--- src/rtl/smm_pkg.sv ---
// ----------------------------------------------------------------------------
// smm_pkg : shared types, codes and tables
// Types, register codes and the fixed unscrambling patterns used by the
// scrambled MMC3 bank mapper front end.
// ----------------------------------------------------------------------------
package smm_pkg;

    typedef enum logic [1:0] {
        CMD_CPU_WRITE  = 2'd0,
        CMD_PRG_LOOKUP = 2'd1,
        CMD_CHR_LOOKUP = 2'd2
    } cmd_t;

    typedef enum logic [2:0] {
        ACT_NONE    = 3'd0,
        ACT_MMC3    = 3'd1,
        ACT_MIRROR  = 3'd2,
        ACT_REFRESH = 3'd3,
        ACT_LOOKUP  = 3'd4
    } action_t;

    // Offsets within the $5xxx register window.
    localparam logic [2:0] SEL_MODE     = 3'd0;
    localparam logic [2:0] SEL_OUTER    = 3'd1;
    localparam logic [2:0] SEL_SCRAMBLE = 3'd7;

    // MMC3 register codes of interest after unscrambling.
    localparam logic [2:0] MMC3_REG_BANK_SELECT = 3'd0;
    localparam logic [2:0] MMC3_REG_MIRROR      = 3'd2;

    // Configuration register indexes.
    localparam logic REG_WIDE_VARIANT = 1'b0;
    localparam logic REG_FOUR_SCREEN  = 1'b1;

    localparam int PADDR_W = 3;

    localparam logic [2:0] ADDR_PERM [8][8] = '{
        '{3'd0, 3'd1, 3'd2, 3'd3, 3'd4, 3'd5, 3'd6, 3'd7},
        '{3'd3, 3'd2, 3'd0, 3'd4, 3'd1, 3'd5, 3'd6, 3'd7},
        '{3'd0, 3'd1, 3'd2, 3'd3, 3'd4, 3'd5, 3'd6, 3'd7},
        '{3'd5, 3'd0, 3'd1, 3'd2, 3'd3, 3'd7, 3'd6, 3'd4},
        '{3'd3, 3'd1, 3'd0, 3'd4, 3'd2, 3'd5, 3'd6, 3'd7},
        '{3'd0, 3'd1, 3'd2, 3'd3, 3'd4, 3'd5, 3'd6, 3'd7},
        '{3'd0, 3'd1, 3'd2, 3'd3, 3'd4, 3'd5, 3'd6, 3'd7},
        '{3'd0, 3'd1, 3'd2, 3'd3, 3'd4, 3'd5, 3'd6, 3'd7}
    };

    localparam logic [2:0] DATA_PERM [8][8] = '{
        '{3'd0, 3'd1, 3'd2, 3'd3, 3'd4, 3'd5, 3'd6, 3'd7},
        '{3'd0, 3'd2, 3'd6, 3'd1, 3'd7, 3'd3, 3'd4, 3'd5},
        '{3'd0, 3'd5, 3'd4, 3'd1, 3'd7, 3'd2, 3'd6, 3'd3},
        '{3'd0, 3'd6, 3'd3, 3'd7, 3'd5, 3'd2, 3'd4, 3'd1},
        '{3'd0, 3'd2, 3'd5, 3'd3, 3'd6, 3'd1, 3'd7, 3'd4},
        '{3'd0, 3'd1, 3'd2, 3'd3, 3'd4, 3'd5, 3'd6, 3'd7},
        '{3'd0, 3'd1, 3'd2, 3'd3, 3'd4, 3'd5, 3'd6, 3'd7},
        '{3'd0, 3'd1, 3'd2, 3'd3, 3'd4, 3'd5, 3'd6, 3'd7}
    };

    // Mapper state seen by both the bus decoder and the lookup logic.
    typedef struct packed {
        logic [7:0] mode;
        logic [7:0] outer;
        logic [2:0] scramble;
        logic       wide_variant;
        logic       four_screen;
    } map_state_t;

    // State updates requested by a bus write.
    typedef struct packed {
        logic       mode_we;
        logic       outer_we;
        logic       scramble_we;
        logic [7:0] wdata;
    } state_upd_t;

    typedef struct packed {
        action_t     action;
        logic [2:0]  mmc3_register;
        logic [7:0]  mmc3_data;
        logic        mirror_horizontal;
        logic [7:0]  prg_page;
        logic [10:0] chr_page;
    } result_t;

    localparam result_t RESULT_NONE = '{
        action: ACT_NONE, mmc3_register: 3'd0, mmc3_data: 8'd0,
        mirror_horizontal: 1'b0, prg_page: 8'd0, chr_page: 11'd0
    };

endpackage

--- src/rtl/smm_bus_write.sv ---
// ----------------------------------------------------------------------------
// smm_bus_write : CPU write decoder
// Decodes $5xxx register writes and unscrambles $8000-$FFFF writes into
// MMC3 register writes or mirroring changes.
// ----------------------------------------------------------------------------
module smm_bus_write
    import smm_pkg::*;
(
    input  map_state_t  state,
    input  logic [15:0] address,
    input  logic [7:0]  data,
    output result_t     result,
    output state_upd_t  upd
);

    logic [2:0] perm_index;
    logic [2:0] mmc3_reg;

    assign perm_index = {address[14], address[13], address[0]};
    assign mmc3_reg   = ADDR_PERM[state.scramble][perm_index];

    always_comb begin
        result      = RESULT_NONE;
        upd         = '0;
        upd.wdata   = data;
        if (address[15:12] == 4'h5) begin
            unique case (address[2:0])
                SEL_MODE: begin
                    if (state.mode != data) begin
                        upd.mode_we   = 1'b1;
                        result.action = ACT_REFRESH;
                    end
                end
                SEL_OUTER: begin
                    if (state.outer != data) begin
                        upd.outer_we  = 1'b1;
                        result.action = ACT_REFRESH;
                    end
                end
                SEL_SCRAMBLE: upd.scramble_we = 1'b1;
                default: ;
            endcase
        end else if (address[15]) begin
            if (mmc3_reg == MMC3_REG_MIRROR) begin
                if (!state.four_screen) begin
                    result.action            = ACT_MIRROR;
                    result.mirror_horizontal = data[0];
                end
            end else begin
                result.action        = ACT_MMC3;
                result.mmc3_register = mmc3_reg;
                if (mmc3_reg == MMC3_REG_BANK_SELECT) begin
                    // Bank-select index bits are scrambled; bits 5:3 drop out.
                    result.mmc3_data = {data[7:6], 3'b000,
                                        DATA_PERM[state.scramble][data[2:0]]};
                end else begin
                    result.mmc3_data = data;
                end
            end
        end
    end

endmodule

--- src/rtl/smm_bank_lookup.sv ---
// ----------------------------------------------------------------------------
// smm_bank_lookup : PRG and CHR page translation
// Applies the 128K window, outer bank bits and the NROM-style override to
// an MMC3 bank number.
// ----------------------------------------------------------------------------
module smm_bank_lookup
    import smm_pkg::*;
(
    input  map_state_t  state,
    input  logic [15:0] address,
    input  logic [7:0]  mmc3_bank,
    output logic [7:0]  prg_page,
    output logic [10:0] chr_page
);

    logic [1:0]  slot;
    logic [2:0]  prg_outer;
    logic [3:0]  fixed_low;
    logic [6:0]  fixed_bank;
    logic [4:0]  inner_bank;
    logic [10:0] chr_outer;
    logic [7:0]  chr_bank;

    assign slot = address[14:13];

    // PRG outer bits land at page bits 7:5.
    assign prg_outer = {state.wide_variant & state.outer[3], state.outer[1:0]};

    always_comb begin
        fixed_low  = state.mode[6] ? {state.outer[4], state.mode[2:0]} : state.mode[3:0];
        fixed_bank = {prg_outer, fixed_low};
        inner_bank = state.mode[6] ? {state.outer[4], mmc3_bank[3:0]} : mmc3_bank[4:0];
        if (state.mode[7]) begin
            if (state.mode[5]) begin
                prg_page = {fixed_bank[6:1], slot};
            end else begin
                prg_page = {fixed_bank, slot[0]};
            end
        end else begin
            prg_page = {prg_outer, inner_bank};
        end
    end

    always_comb begin
        chr_outer = state.wide_variant ? {state.outer[3:1], 8'd0}
                                       : {1'b0, state.outer[3:2], 8'd0};
        chr_bank  = state.mode[6] ? {state.outer[5], mmc3_bank[6:0]} : mmc3_bank;
        chr_page  = chr_outer | {3'd0, chr_bank};
    end

endmodule

--- src/rtl/scrambled_mmc3_bank_mapper.sv ---
// ----------------------------------------------------------------------------
// scrambled_mmc3_bank_mapper : scrambled MMC3-clone mapper front end
// Register stage, mapper state, APB configuration and result register
// around the bus-write decoder and the bank lookup logic.
// ----------------------------------------------------------------------------
//
//   Channel   Direction  Handshake          Carries
//   s_*       in         s_valid/s_ready    command, address, data, mmc3_bank
//   m_*       out        m_valid/m_ready    action, register, data, pages
//   APB       in/out     psel/penable       wide_variant, four_screen
//
// Every transaction passes through two register stages: it is captured in
// the input register, then decoded and looked up combinationally into the
// result register, from which its result is offered on m_valid.
// One transaction is taken per cycle unless the result stalls; the decode
// between the two registers sets that rate and updates the mapper state.
// Reset (aresetn, synchronous, active low) empties both stages and loads
// the mapper state with its power-on values.
// A stalled result holds the result register; the input register keeps
// accepting until it is full as well, after which s_ready falls.
module scrambled_mmc3_bank_mapper
    import smm_pkg::*;
(
    input  logic                 aclk,
    input  logic                 aresetn,

    input  logic                 s_valid,
    output logic                 s_ready,
    input  logic [1:0]           s_command,
    input  logic [15:0]          s_address,
    input  logic [7:0]           s_data,
    input  logic [7:0]           s_mmc3_bank,

    output logic                 m_valid,
    input  logic                 m_ready,
    output logic [2:0]           m_action,
    output logic [2:0]           m_mmc3_register,
    output logic [7:0]           m_mmc3_data,
    output logic                 m_mirror_horizontal,
    output logic [7:0]           m_prg_page,
    output logic [10:0]          m_chr_page,

    input  logic                 psel,
    input  logic                 penable,
    input  logic                 pwrite,
    input  logic [PADDR_W-1:0]   paddr,
    input  logic [31:0]          pwdata,
    output logic [31:0]          prdata,
    output logic                 pready
);

    // Input register stage.
    logic        in_valid_reg;
    logic [1:0]  in_command_reg;
    logic [15:0] in_address_reg;
    logic [7:0]  in_data_reg;
    logic [7:0]  in_bank_reg;

    // Mapper state.
    logic [7:0]  mode_reg,   mode_next;
    logic [7:0]  outer_reg,  outer_next;
    logic [2:0]  scramble_reg, scramble_next;
    logic        wide_variant_reg;
    logic        four_screen_reg;

    // Result register stage.
    logic        out_valid_reg;
    result_t     out_reg;

    map_state_t  state;
    result_t     wr_result;
    state_upd_t  wr_upd;
    result_t     result_next;
    logic [7:0]  prg_page;
    logic [10:0] chr_page;
    logic        advance;
    logic        cfg_write;

    // The result register frees up when it is empty or being emptied; the
    // input register moves on into it at that point.
    assign advance   = in_valid_reg && (!out_valid_reg || m_ready);
    assign s_ready   = !in_valid_reg || advance;
    assign cfg_write = psel && penable && pwrite && pready;

    assign state = '{
        mode: mode_reg, outer: outer_reg, scramble: scramble_reg,
        wide_variant: wide_variant_reg, four_screen: four_screen_reg
    };

    smm_bus_write u_bus_write (
        .state   (state),
        .address (in_address_reg),
        .data    (in_data_reg),
        .result  (wr_result),
        .upd     (wr_upd)
    );

    smm_bank_lookup u_bank_lookup (
        .state     (state),
        .address   (in_address_reg),
        .mmc3_bank (in_bank_reg),
        .prg_page  (prg_page),
        .chr_page  (chr_page)
    );

    // Only a CPU write may change the mode, outer and scramble state, and only
    // when the transaction moves on, so later transactions see it in order.
    always_comb begin
        mode_next     = mode_reg;
        outer_next    = outer_reg;
        scramble_next = scramble_reg;
        result_next   = RESULT_NONE;
        unique case (cmd_t'(in_command_reg))
            CMD_CPU_WRITE: begin
                result_next = wr_result;
                if (advance && wr_upd.mode_we) begin
                    mode_next = wr_upd.wdata;
                end
                if (advance && wr_upd.outer_we) begin
                    outer_next = wr_upd.wdata;
                end
                if (advance && wr_upd.scramble_we) begin
                    scramble_next = wr_upd.wdata[2:0];
                end
            end
            CMD_PRG_LOOKUP: begin
                result_next.action   = ACT_LOOKUP;
                result_next.prg_page = prg_page;
            end
            CMD_CHR_LOOKUP: begin
                result_next.action   = ACT_LOOKUP;
                result_next.chr_page = chr_page;
            end
            default: ;
        endcase
    end

    always_ff @(posedge aclk) begin
        if (!aresetn) begin
            in_valid_reg     <= 1'b0;
            out_valid_reg    <= 1'b0;
            mode_reg         <= 8'h00;
            outer_reg        <= 8'h0F;
            scramble_reg     <= 3'd0;
            wide_variant_reg <= 1'b0;
            four_screen_reg  <= 1'b0;
        end else begin
            if (s_ready) begin
                in_valid_reg <= s_valid;
            end
            if (advance) begin
                out_valid_reg <= 1'b1;
            end else if (m_ready) begin
                out_valid_reg <= 1'b0;
            end
            mode_reg     <= mode_next;
            outer_reg    <= outer_next;
            scramble_reg <= scramble_next;
            if (cfg_write) begin
                unique case (paddr[2])
                    REG_WIDE_VARIANT: wide_variant_reg <= pwdata[0];
                    REG_FOUR_SCREEN:  four_screen_reg  <= pwdata[0];
                endcase
            end
        end
    end

    // Payload registers carry no reset.
    always_ff @(posedge aclk) begin
        if (s_valid && s_ready) begin
            in_command_reg <= s_command;
            in_address_reg <= s_address;
            in_data_reg    <= s_data;
            in_bank_reg    <= s_mmc3_bank;
        end
        if (advance) begin
            out_reg <= result_next;
        end
    end

    // APB read-back; the port never inserts wait states.
    assign pready = 1'b1;
    always_comb begin
        unique case (paddr[2])
            REG_WIDE_VARIANT: prdata = {31'd0, wide_variant_reg};
            REG_FOUR_SCREEN:  prdata = {31'd0, four_screen_reg};
        endcase
    end

    assign m_valid             = out_valid_reg;
    assign m_action            = out_reg.action;
    assign m_mmc3_register     = out_reg.mmc3_register;
    assign m_mmc3_data         = out_reg.mmc3_data;
    assign m_mirror_horizontal = out_reg.mirror_horizontal;
    assign m_prg_page          = out_reg.prg_page;
    assign m_chr_page          = out_reg.chr_page;

    // Back-pressure only when both stages hold a transaction.
    a_full_when_stalled: assert property (@(posedge aclk) disable iff (!aresetn)
        !s_ready |-> (in_valid_reg && out_valid_reg))
        else $error("input stalled while a stage is empty");

    // Page fields are only filled on lookups.
    a_pages_only_on_lookup: assert property (@(posedge aclk) disable iff (!aresetn)
        (out_valid_reg && out_reg.action != ACT_LOOKUP) |->
            (out_reg.prg_page == 8'd0 && out_reg.chr_page == 11'd0))
        else $error("page field set on a non-lookup result");

    // A mode change that raised a refresh must be visible in the state.
    a_mode_refresh: assert property (@(posedge aclk) disable iff (!aresetn)
        (advance && cmd_t'(in_command_reg) == CMD_CPU_WRITE && wr_upd.mode_we) |=>
            (mode_reg == $past(in_data_reg) && out_reg.action == ACT_REFRESH))
        else $error("mode write did not update state");

    // A stalled result may not be overwritten.
    a_result_held: assert property (@(posedge aclk) disable iff (!aresetn)
        (out_valid_reg && !m_ready) |=> (out_valid_reg && $stable(out_reg)))
        else $error("stalled result changed");

endmodule
--- config.mk ---
export PLATFORM = sky130hd
export DESIGN_NAME = scrambled_mmc3_bank_mapper
export DESIGN_NICKNAME = d
export VERILOG_FILES = /design/src/rtl/smm_pkg.sv /design/src/rtl/smm_bus_write.sv /design/src/rtl/smm_bank_lookup.sv /design/src/rtl/scrambled_mmc3_bank_mapper.sv
export SDC_FILE = /design/constraint.sdc
export NUM_CORES = 1
export LEC_CHECK = 0
export ABC_AREA = 1
export ABC_CLOCK_PERIOD_IN_PS = 3800
export BUFFER_PORTS_ARGS = -buffer_cell sky130_fd_sc_hd__buf_2
export CAP_MARGIN = 20
export CORE_ASPECT_RATIO = 1.5
export CORE_UTILIZATION = 50
export DETAILED_ROUTE_END_ITERATION = 12
export GPL_TIMING_DRIVEN = 0
export PLACE_DENSITY = 0.91
export SLEW_MARGIN = 40
export SYNTH_ARGS = -nofsm -noshare
export SYNTH_HDL_FRONTEND = slang
export SYNTH_SLANG_ARGS = --single-unit
--- constraint.sdc ---
create_clock -name aclk -period 3.8 [get_ports aclk]
set_input_delay 0.38 -clock aclk [delete_from_list [all_inputs] [get_ports aclk]]
set_output_delay 0.38 -clock aclk [all_outputs]
set_load 0.02 [all_outputs]
# After elaboration in Yosys (flattened, before gate mapping)

Memories as Yosys holds them, arrays and structs flattened.
Index checks and enable logic that the tools add are counted.
Widths: inputs -> output; s select.

Bitwise operators: 9
Eq/ne operators: 8
Magnitude comparators: 3
Reduce and logical (&&, ||, !) cells: 24
Mux-type cells: 37

Operators with widths:

| operator           | count |
|---|---|
| $mux 24            | 4 |
| $pmux 32 s2        | 1 |
| $mux 11            | 2 |
| $mux 3             | 7 |
| $bmux 3 s3         | 2 |
| $ne 8x8->1         | 2 |
| $mux 15            | 1 |
| $ge 4x4->1 const B | 3 |
| $not 3->4          | 3 |
| $pmux 3 s2         | 2 |
| $or 11x8->11       | 1 |
| $mux 5             | 2 |
| $reduce_and 2->1   | 5 |
| $reduce_or 5->1    | 2 |
| $mux 1             | 9 |
| $mux 2             | 4 |
| $mux 8             | 1 |
| $logic_and 1x1->1  | 7 |
| $logic_not 3->1    | 2 |
| $mux 6             | 1 |
| $eq 4x3->1 const B | 1 |
| $mux 4             | 1 |
| $not 1->1          | 4 |
| $reduce_or 4->1    | 1 |
| 11 further kinds   | 13 |

Register bits: 91
Memories: 2
Memory bits (read-only): 384
Output and inout port bits: 69

Memory list:

| name             | depth | width | read ports | clocked after Yosys merged registers in | write ports | RTL line            | text |
|---|---|---|---|---|---|---|---|
| (name not given) | 8     | 24    | 1          | 0                                       | 0           | smm_bus_write.sv:55 | `DATA_PERM[state.scramble][data[2:0]]};` |
| (name not given) | 8     | 24    | 1          | 0                                       | 0           | smm_bus_write.sv:20 | `assign mmc3_reg = ADDR_PERM[state.scramble][perm_index];` |

# Logic depth before layout (Yosys ltp)

Depth in word-level cells: 13
Gate-level depth with buffers: 12
Depth with buffers taken out: 12

# Modules after synthesis

Synthesis repeated with hierarchy kept, for this count alone.

Cells, all modules: 600
Area, all modules: 5,147.4 µm²

Modules (own cells, without submodules):

| module                     | cells an instance | seq. area each (µm²) | area each (µm²) | instances |
|---|---|---|---|---|
| scrambled_mmc3_bank_mapper | 355               | 2,502.4              | 3,846.2         | 1 |
| smm_bus_write              | 199               | 0.0                  | 1,083.5         | 1 |
| smm_bank_lookup            | 46                | 0.0                  | 217.7           | 1 |

# Worst setup path before layout

No wires, ideal clock.

Kind: register to register
Start point: register scramble_reg[0]
End point: register out_reg, in the netlist m_action[0], data pin
Setup slack: 1.943 ns
Library setup time: 0.259 ns
Cell stages (with the launch flop): 13
Path buffers: 0
Arrival time: 1.598 ns
Period minus slack after synthesis: 1.857 ns
Cell sequence: dfxtp_1 > inv_1 > ha_1 > nand2_2 > nand2_1 > nand2_1 > nand2_1 > nand3_1 > nand2_1 > nor2_4 > nand2_2 > nand2_2 > a21oi_1

RTL lines:

| element                | RTL line                          | text |
|---|---|---|
| from (decl)            | scrambled_mmc3_bank_mapper.sv:62  | `logic [2:0] scramble_reg, scramble_next;` |
| from (signal assigned) | scrambled_mmc3_bank_mapper.sv:158 | `scramble_reg <= scramble_next;` |
| to (signal assigned)   | scrambled_mmc3_bank_mapper.sv:177 | `out_reg <= result_next;` |
| to (decl)              | scrambled_mmc3_bank_mapper.sv:68  | `result_t out_reg;` |

==> qor.tcl <==
set qor(num_io_pins) 145
set qor(finalWorstPathRequiredPeriod_ns) 2.191
set qor(die_area_um2) 8538
set qor(die_height_um) 112.7
set qor(timing.setup.critical_path_class) {flip-flop to flip-flop}
set qor(drtIter0Drc) 224
set qor(largest_register_ff_count) 11
set qor(top_signal_layer_used) {met4}
set qor(end_kind) {flip-flop}
set qor(place_congestion) 0.9296
set qor(tritoncts) {built}
set qor(grt_pass1_wl_um) 13530
set qor(final_nets) 644
set qor(post_drt_wl_per_cell_um) 12.58
set qor(core_region_area_um2) 7958
set qor(areaGrowthSynthToFinish_pct) 21.94
set qor(reg2reg_to) {m_action[0]}
set qor(post_cts_resized) 0
set qor(stdcell_area_um2) 4979
set qor(synth_fa_ha_area_share_pct) 2.758
set qor(cts.root.buffer_cell) {clkbuf_16}
set qor(clock_path_buffers) 2
set qor(p_sw_share_pct) 24.56
set qor(grt-ovfl-total) 0
set qor(postPlaceCellArea_um2) 4677
set qor(worst_slew_margin_rel_pct) 56.02
set qor(synth.cell_area_um2) 4083
set qor(std_cell_rows) 40
set qor(synth_top_family_by_area) {simple AND/OR/NAND/NOR gates}
set qor(syn-mean-instance-area_um2) 9.113
set qor(slew_worst_pin_ns) 0.6588
set qor(postRouteAntennaNets) 0
set qor(clkSlewWorstSetupHoldPaths_ns) 0.06
set qor(groute.usage.overall_pct) 21.56
set qor(rsz0062_at_grt) {no}
set qor(worstRegToRegCells) 12
set qor(post_cts_setup_buffer_count) 0
set qor(synthXorXnorAreaFrac_pct) 0.2145
set qor(largest_net_degree_at_the_start_of_global_routing) 35
set qor(crit_end) {m_action[0]}
set qor(detail_route.drc_violations) 0
set qor(combinationalPowerShare_pct) 10.4
set qor(drt_pass1_iterations) 5
set qor(met3RoutedLength_um) 533
set qor(cts_hold_buf) 0
set qor(met2_length_um) 4198
set qor(antenna_violations_before_repair) 0
set qor(synth_compound_area_share_pct) 9.562
set qor(start_util_pct) 51.31
set qor(crit_start_category) {flip-flop}
set qor(outcome) {finished clean}
set qor(final_count_of_negative_setup_slack_endpoints) 0
set qor(cts-htree-levels) 3
set qor(drive_above_1_share_pct) 25.71
set qor(crit_start) {scramble_reg[0]}
set qor(grt_pass1_vias) 2906
set qor(number_of_clock_buffers_inserted_by_tritoncts) 9
set qor(layout.cells.most_common_list) {109 x nand2_1, 74 x buf_2, 59 x edfxtp_1}
set qor(reg2reg_slack_ns) 1.61
set qor(worst-endpoint-required_ns) 3.88
set qor(vdd_drop_max_mv) 0.3199
set qor(min_path_type) {input port to flip-flop}
set qor(post_synth_mux_area_share_pct) 0
set qor(synth.yosys.seq_area_share_pct) 54.67
set qor(fin_worst_skew_ns) 0.005030
set qor(viasPerCell) 4.879
set qor(power.leakage_uw) 0.002338
set qor(syn_inst) 448
set qor(postSynthRegisterBits) 82
set qor(clock_power_share_pct) 41.2
set qor(power.switching_uw) 517.1
set qor(clkLatencyLatePin_ns) 0.34
set qor(route.layer.met1.wl_um) 3324
set qor(fp.dieW_um) 75.78
set qor(num_vias) 3264
set qor(power_per_cell_area_nw_per_um2) 422.9
set qor(detail_route.wirelength_um) 8414
set qor(final_max_tran_viols) 0
set qor(fmaxAchievable_ghz) 0.4563
set qor(fin_setup_tns_ns) 0
set qor(critPathArrivalTime_ns) 2.27
set qor(critical_path_peak_fanout) 8
set qor(yosys_warnings) 0
set qor(tritoncts_num_sinks) 82
set qor(p_int_uw) 1588
set qor(hold_violations) 0
set qor(synth-simple-area-share_pct) 20.35
set qor(timing.final.crit_share_pct) 57.67
set qor(power_frac_seq_pct) 48.4
set qor(min_from) {s_mmc3_bank[4]}
set qor(io_buffer_count) 70
set qor(worst_r2r_startpoint) {scramble_reg[0]}
set qor(antenna_cells_inserted) 0
set qor(timing.max_cap.violations) 0
set qor(dpl.hpwl_um) 6312
set qor(netlist-cell-type-count) 28
set qor(layout_commonest_cell) {nand2_1}
==> kinds of logic after synthesis <==
logic type | after synthesis
simple gates | 185
buf+inv | 98
flops | 82
compound gates | 71
fa+ha+maj | 9
other cells | 2
xor+xnor | 1
==> metrics by stage <==
stage	setup WS (ns)	total power, uW	util (%)	cells	hold WS [ns]
4_1_cts	1.627	2117	62.56	669	0.1995
3_5_place_dp	1.636	1254	58.77	653	0.4694
3_3_place_gp	1.684	1249	58.77	653	0.4570
6_report	1.609	2105	62.56	669	0.2101
2_1_floorplan	1.943	1190	-	478	0.4448
5_1_grt	1.453	2178	62.56	669	0.2033
==> worst max-delay path, cell delays in order, from the launching register on <==
cell and delay [ns]:
dfxtp_1 0.45, inv_1 0.13, ha_1 0.27, nand2_2 0.17, nand2_1 0.07, nand2_1 0.08
nand2_1 0.06, nand3_1 0.07, nand2_1 0.12, nor2_4 0.19, nand2_2 0.08, nand2_2 0.15
a21oi_1 0.10
==> power groups by stage <==
stage / combinational, uW / clock (uW) / sequential, uW
2_1_floorplan: 130 / 0 / 1060
3_3_place_gp: 212 / 0 / 1040
3_5_place_dp: 217 / 0 / 1040
4_1_cts: 217 / 881 / 1020
5_1_grt: 241 / 914 / 1020
6_report: 218 / 868 / 1020
==> how the worst min path moves through the flow <==
stage | end | cells after the start
after global routing | in_bank_reg[1] | 1
after floorplan | outer_reg[6] | 2
after detailed placement | mode_reg[4] | 2
after CTS | in_bank_reg[4] | 1
final | in_bank_reg[4] | 1
after global placement | outer_reg[6] | 2
==> metal layers <==
metal	vias up	global-route usage, %
li1	1643	-
met1	1446	25.41
met2	151	34.57
met3	24	4.039
met4	0	14.44
met5	-	0
==> cell usage after synthesis <==
| master | count | area [um2] |
|---|---|---|
| nor2_1 | 19 | 71.32 |
| conb_1 | 2 | 7.510 |
| clkbuf_1 | 4 | 15.01 |
| buf_6 | 1 | 11.26 |
| buf_4 | 32 | 240.2 |
| inv_1 | 51 | 191.4 |
| dfxtp_1 | 23 | 460.4 |
| nor2_8 | 1 | 20.02 |
| buf_2 | 4 | 20.02 |
| nand3_4 | 1 | 17.52 |
| nand4_1 | 8 | 50.05 |
| edfxtp_1 | 59 | 1772 |
| nand2_2 | 5 | 31.28 |
| nor2_4 | 1 | 11.26 |
| a21oi_1 | 36 | 180.2 |
| nand2_4 | 1 | 11.26 |
| and3_1 | 1 | 6.260 |
| inv_2 | 6 | 22.52 |
| nand2_1 | 109 | 409.1 |
| nand3_1 | 35 | 175.2 |
| nand4_2 | 1 | 12.51 |
| o211ai_2 | 4 | 50.05 |
| xnor2_1 | 1 | 8.760 |
| nor3_1 | 3 | 15.01 |
| o21ai_1 | 3 | 15.01 |
| o21ai_0 | 26 | 130.1 |
| o211ai_1 | 2 | 15.01 |
| ha_1 | 9 | 112.6 |
==> final cells by class <==
| class | instances | area, um2 |
|---|---|---|
| inverters | 57 | 214.0 |
| fillers | 656 | 2979 |
| flip-flops and latches | 82 | 2232 |
| repair buffers | 70 | 350.3 |
| plain buffers | 41 | 286.5 |
| multi-input cells | 298 | 1463 |
| clock buffers | 9 | 225.2 |
| clock inverters | 7 | 76.32 |
| well taps | 105 | 131.4 |
Power figures use the tool's default switching activity.
